File: config.mk
export PLATFORM = sky130hd
export DESIGN_NAME = cmndf_ctrl
export DESIGN_NICKNAME = d
export VERILOG_FILES = /design/src/hw/rtl/cmndf_pkg.sv /design/src/hw/rtl/cmndf_ctrl.sv
export SDC_FILE = /design/constraint.sdc
export NUM_CORES = 1
export LEC_CHECK = 0
export BUFFER_PORTS_ARGS = -buffer_cell sky130_fd_sc_hd__clkbuf_2
export CORE_AREA = 2 2 39 41
export DETAILED_ROUTE_END_ITERATION = 16
export DIE_AREA = 0 0 41 43
export GPL_TIMING_DRIVEN = 0
export PLACE_DENSITY = 0.68
export SLEW_MARGIN = 20
export SYNTH_ARGS = -nofsm -noshare
export SYNTH_HDL_FRONTEND = slang
export SYNTH_SLANG_ARGS = --single-unit
File: constraint.sdc
create_clock -name clk -period 3.2 [get_ports clk]
set_input_delay 0.8 -clock clk [delete_from_list [all_inputs] [get_ports clk]]
set_output_delay 0.8 -clock clk [all_outputs]
set_load 0.05 [all_outputs]
File: src/hw/rtl/cmndf_pkg.sv
// Shared constants, types and controller codes of the pitch period finder.
package cmndf_pkg;

  localparam int IN_W            = 16;
  localparam int THR_W           = 16;
  localparam int LAG_W           = 10;
  localparam int FRAC_BITS       = 14;
  localparam logic [THR_W-1:0] THR_RESET = 16'd1638;
  localparam int WINDOW_LEN_DEF  = 1024;
  localparam int SAMPLE_BITS_DEF = 16;

  typedef enum logic [8:0] {
    S_LOAD  = 9'b000000001,
    S_START = 9'b000000010,
    S_LAG   = 9'b000000100,
    S_ISSUE = 9'b000001000,
    S_DRAIN = 9'b000010000,
    S_SUM   = 9'b000100000,
    S_MULT  = 9'b001000000,
    S_CMP   = 9'b010000000,
    S_DONE  = 9'b100000000
  } state_t;

  typedef struct packed {
    logic load_en;
    logic win_start;
    logic lag_start;
    logic issue;
    logic sum;
    logic mult;
    logic res_tau;
    logic res_zero;
    logic tau_inc;
    logic emit;
  } cmd_t;

  typedef struct packed {
    logic last_in;
    logic early_done;
    logic n_last;
    logic pipe_empty;
    logic pass;
    logic tau_end;
    logic out_busy;
  } sts_t;

endpackage

File: src/hw/rtl/cmndf_ctrl.sv
// Controller state machine: sequences load, per-lag accumulation and compare.
module cmndf_ctrl (
  input  logic                clk,
  input  logic                rst,
  input  cmndf_pkg::sts_t     sts,
  output cmndf_pkg::cmd_t     cmd
);
  cmndf_pkg::state_t state, state_next;

  always_ff @(posedge clk) begin
    if (rst) begin
      state <= cmndf_pkg::S_LOAD;
    end else begin
      state <= state_next;
    end
  end

  always_comb begin
    cmd        = '0;
    state_next = state;
    unique case (state)
      cmndf_pkg::S_LOAD: begin
        cmd.load_en = 1'b1;
        if (sts.last_in) state_next = cmndf_pkg::S_START;
      end
      cmndf_pkg::S_START: begin
        cmd.win_start = 1'b1;
        if (sts.early_done) begin
          cmd.res_zero = 1'b1;
          state_next   = cmndf_pkg::S_DONE;
        end else begin
          state_next = cmndf_pkg::S_LAG;
        end
      end
      cmndf_pkg::S_LAG: begin
        cmd.lag_start = 1'b1;
        state_next    = cmndf_pkg::S_ISSUE;
      end
      cmndf_pkg::S_ISSUE: begin
        cmd.issue = 1'b1;
        if (sts.n_last) state_next = cmndf_pkg::S_DRAIN;
      end
      cmndf_pkg::S_DRAIN: begin
        if (sts.pipe_empty) state_next = cmndf_pkg::S_SUM;
      end
      cmndf_pkg::S_SUM: begin
        cmd.sum    = 1'b1;
        state_next = cmndf_pkg::S_MULT;
      end
      cmndf_pkg::S_MULT: begin
        cmd.mult   = 1'b1;
        state_next = cmndf_pkg::S_CMP;
      end
      cmndf_pkg::S_CMP: begin
        if (sts.pass) begin
          cmd.res_tau = 1'b1;
          state_next  = cmndf_pkg::S_DONE;
        end else if (sts.tau_end) begin
          cmd.res_zero = 1'b1;
          state_next   = cmndf_pkg::S_DONE;
        end else begin
          cmd.tau_inc = 1'b1;
          state_next  = cmndf_pkg::S_LAG;
        end
      end
      cmndf_pkg::S_DONE: begin
        if (!sts.out_busy) begin
          cmd.emit   = 1'b1;
          state_next = cmndf_pkg::S_LOAD;
        end
      end
      default: state_next = cmndf_pkg::S_LOAD;
    endcase
  end
endmodule

After elaboration in Yosys (flattened, before gate mapping)
Index checks and enable logic that the tools add are counted.
{"block": "op_classes", "eq_ne": 13, "mux": 24, "n_reduce_logical": 1}
{"cell": "$pmux W9 S9", "n": 1}
{"cell": "$mux W9", "n": 7}
{"cell": "$mux W1", "n": 14}
{"cell": "$eq A9 B1 Y1 const B", "n": 1}
{"cell": "$eq A9 B2 Y1 const B", "n": 1}
{"cell": "$eq A9 B3 Y1 const B", "n": 1}
{"cell": "$eq A9 B4 Y1 const B", "n": 1}
{"cell": "$eq A9 B5 Y1 const B", "n": 1}
{"cell": "$eq A9 B6 Y1 const B", "n": 1}
{"cell": "$eq A9 B7 Y1 const B", "n": 1}
{"cell": "$eq A9 B8 Y1 const B", "n": 1}
{"cell": "$eq A9 B9 Y1 const B", "n": 1}
{"cell": "$ne A2 B2 Y1 const B", "n": 4}
{"cell": "$reduce_and A4 Y1", "n": 1}
{"cell": "$mux W2", "n": 1}
{"cell": "$pmux W1 S2", "n": 1}
{"block": "totals", "register_bits": 9, "in_bits": 9, "output_inout_bits": 10, "wordCells": 39}

Longest topological paths before layout
{"block": "depth", "word_depth": 3, "mapped_depth": 6, "mapped_depth_nobuf": 4}

Worst setup path after synthesis
No wires, ideal clock.
{"block": "synth_path", "path_kind": "input-to-output", "startpoint": "input sts[0] in the netlist's numbering", "endpoint": "output cmd[0] in the netlist's numbering", "arrival_time_ps": 2353, "required_ps": 2400, "path_slack_ps": 47, "path_stages": 1, "path_buffers": 0, "path_cell_list": "nor4_1"}
{"block": "synth_between", "elab_chain_len": 2}
{"element": "start, declared", "line": "cmndf_ctrl.sv:5", "text": "input cmndf_pkg::sts_t sts,"}
{"element": "$mux W1", "line": "cmndf_ctrl.sv:67", "text": "if (!sts.out_busy) begin"}
{"element": "$mux W1", "line": "cmndf_ctrl.sv:21", "text": "unique case (state)"}
{"element": "end, declared", "line": "cmndf_ctrl.sv:6", "text": "output cmndf_pkg::cmd_t cmd"}
No other way between the ends.

==> flow_summary.toml <==
[clock_network]
clk_latency_ns = 0.27
clkTransAtPathRegs_ns = 0.06
numCtsBuffers = 3
post_cts_buffers = 0
clock_path_buffers = 2
cts_resized = 0
cts_hold_buf = 0
cts.sinks = 9
cts_tree = "yes"
h-tree-depth = 1
cts_root_buffer = "clkbuf_4"

[critical_path]
start_kind = "register"
setup.worst_path.class = "register to output port"
path_max_fanout = 7
endpoint_kind = "output port"
r2r_setup_slack_ns = 1.56
required_ns = 2.40
cp_data_arrival_time_ns = 1.94

[timing]
hold_ws_ns = 0.594
slew-limit-headroom = 0.423
fmax_mhz = 365
period_minus_slack_ns = 2.74
setup_tns_ns = 0
tightestPinTransition_ns = 0.853
fin_crit_sh = 0.856
finalMaxSlewViolations = 0
rsz0062_at_grt = "no"
skew_ns = 0.000559
setup_viol = 0
hold_violations = 0

[synth]
ys_ff_latch = 9
synth_area_leaders = "dfxtp_1, nor2_1, nand4b_1"
ys_seq_area_frac = 0.321
synth_ff_type = "dfxtp_1"
synth_top_area_cell = "dfxtp_1"
synth-edff-count = 0
yosysWarnings = 0
netlist_area_sq_um = 562
synthCells = 72
async_flop_share = 0
synth_top_cell_area_share = 0.321
synth_fp_nets = 81
ys_types = 28
postSynthAreaPerCell_sq_um = 7.80

[routing]
drtPass1Iterations = 4
drt-total-wl_um = 1320
viasPerCell = 5.65
vias = 621
drc = 0
wl_per_cell_um = 12.0
initialDrtViolationCount = 23
postRouteAntennaNets = 0

[finish]
reg_top3 = "state (9)"
nNetsFinal = 104
largest_register_ffs = 9
drive_above_1_share = 0.266
multi_input_area_sq_um = 354
syn2layout_area_growth_pct = 24.3
utilization = 0.505
seqCellArea_sq_um = 180
antenna_cells = 0
largest_register = "state"
nFillCells = 142
post-route-cell-area_sq_um = 698

[die]
coreArea_sq_um = 1380
rows = 14
start_util = 0.406
die-area_sq_um = 1760
die_w_um = 41
boundaryPins = 19
die_h_um = 43

[placed_design]
placed_area_sq_um = 672
io_buffers = 18
hpwl_um = 1000
place_congestion = 0.837

[pwr]
vdd_drop_max_uv = 287
powerDensity_nw_per_um2 = 468
power_uw = 327
p_leak_nw = 0.306

[global_route]
gr-total-overflow = 0
antenna_found_initial = 0
grt_pass1_vias = 512
grt_pass1_wl_um = 2290
grt_max_degree = 11
grt_usage = 0.191

[outcome]
status = "completed"

[run]
maxCapViolations = 0

[min_path]
hp-class = "register to register"
## synthesized netlist by cell type, drive strengths merged (2+ instances only)
| cell | n |
|---|---|
| clkbuf | 3 |
| a41o | 2 |
| a21oi | 3 |
| and3 | 3 |
| inv | 4 |
| nor2 | 8 |
| nor4b | 3 |
| nand2b | 4 |
| dfxtp | 9 |
| nor3 | 6 |
| nand4b | 3 |
| nor4 | 4 |
| nand4 | 2 |
| nand3 | 4 |
| nand2 | 4 |
## per-stage QoR
stage	setup WS [ns]	std cells
6_report	0.462	110
2_1_floorplan	0.0467	72
3_5_place_dp	0.753	106
3_3_place_gp	0.746	106
4_1_cts	0.459	110
5_1_grt	0.266	110
## cell usage in the layout, fill, tap and decap left out, types with 3 or more instances in the layout
cell / synthesis / layout
nor4b_1: 3 / 3
nand2_1: 4 / 4
clkbuf_2: 1 / 19
nand3_1: 4 / 4
nor4_1: 4 / 4
nand4b_1: 3 / 3
clkbuf_1: 2 / 3
nand2b_1: 4 / 4
nor2_1: 8 / 8
nor3_1: 5 / 5
dfxtp_1: 9 / 9
clkbuf_4: 0 / 3
inv_1: 4 / 4
a21oi_1: 3 / 3
## worst max-delay path, cell delays in order, from the launching register on
cell      delay (ns)
dfxtp_1         0.34
or4_4           0.56
nor3_4          0.25
nand3_1         0.18
inv_1           0.08
clkbuf_2        0.27
## layer usage
| metal | GRT usage | up-vias | wire length (um) |
|---|---|---|---|
| li1 | - | 316 | - |
| met1 | 0.300 | 279 | 625 |
| met2 | 0.228 | 22 | 580 |
| met3 | 0.0471 | 4 | 74 |
| met4 | 0.100 | 0 | 36 |
| met5 | 0 | - | 0 |
## cell families (layout without fill, tap and decap cells)
family / after synthesis / after routing / synth area share
and+or+nand+nor: 46 / 46 / 0.503
AOI/OAI and AO/OA: 9 / 9 / 0.111
DFF: 9 / 9 / 0.321
buffers and inverters: 7 / 29 / 0.0490
xor gates and xnor gates: 1 / 1 / 0.0156
## area by class of cell
type	instances	area share
buffer	3	0.0179
clock buffer	4	0.0376
inverter	4	0.0215
multi-input combinational	56	0.507
sequential	9	0.258
tap	16	0.0287
timing repair buffer	18	0.129
## power breakdown
| part | switching, mW | internal [mW] | leakage, nW | total, mW |
|---|---|---|---|---|
| logic | 0.0736 | 0.0361 | 0.218 | 0.110 |
| clock network | 0.0425 | 0.0482 | 0.0150 | 0.0907 |
| registers | 0.00833 | 0.118 | 0.0730 | 0.127 |
| total | 0.124 | 0.203 | 0.306 | 0.327 |
## final timing paths
| check | start | endpoint | depth (start not counted) |
|---|---|---|---|
| hold reg to reg | state[5] | state[6] | 2 |
| setup / recovery | state[7] | cmd[7] | 5 |
| hold / removal | state[5] | state[6] | 2 |
| setup reg to reg | state[7] | state[0] | 4 |
(Power assumes the default switching activity.)
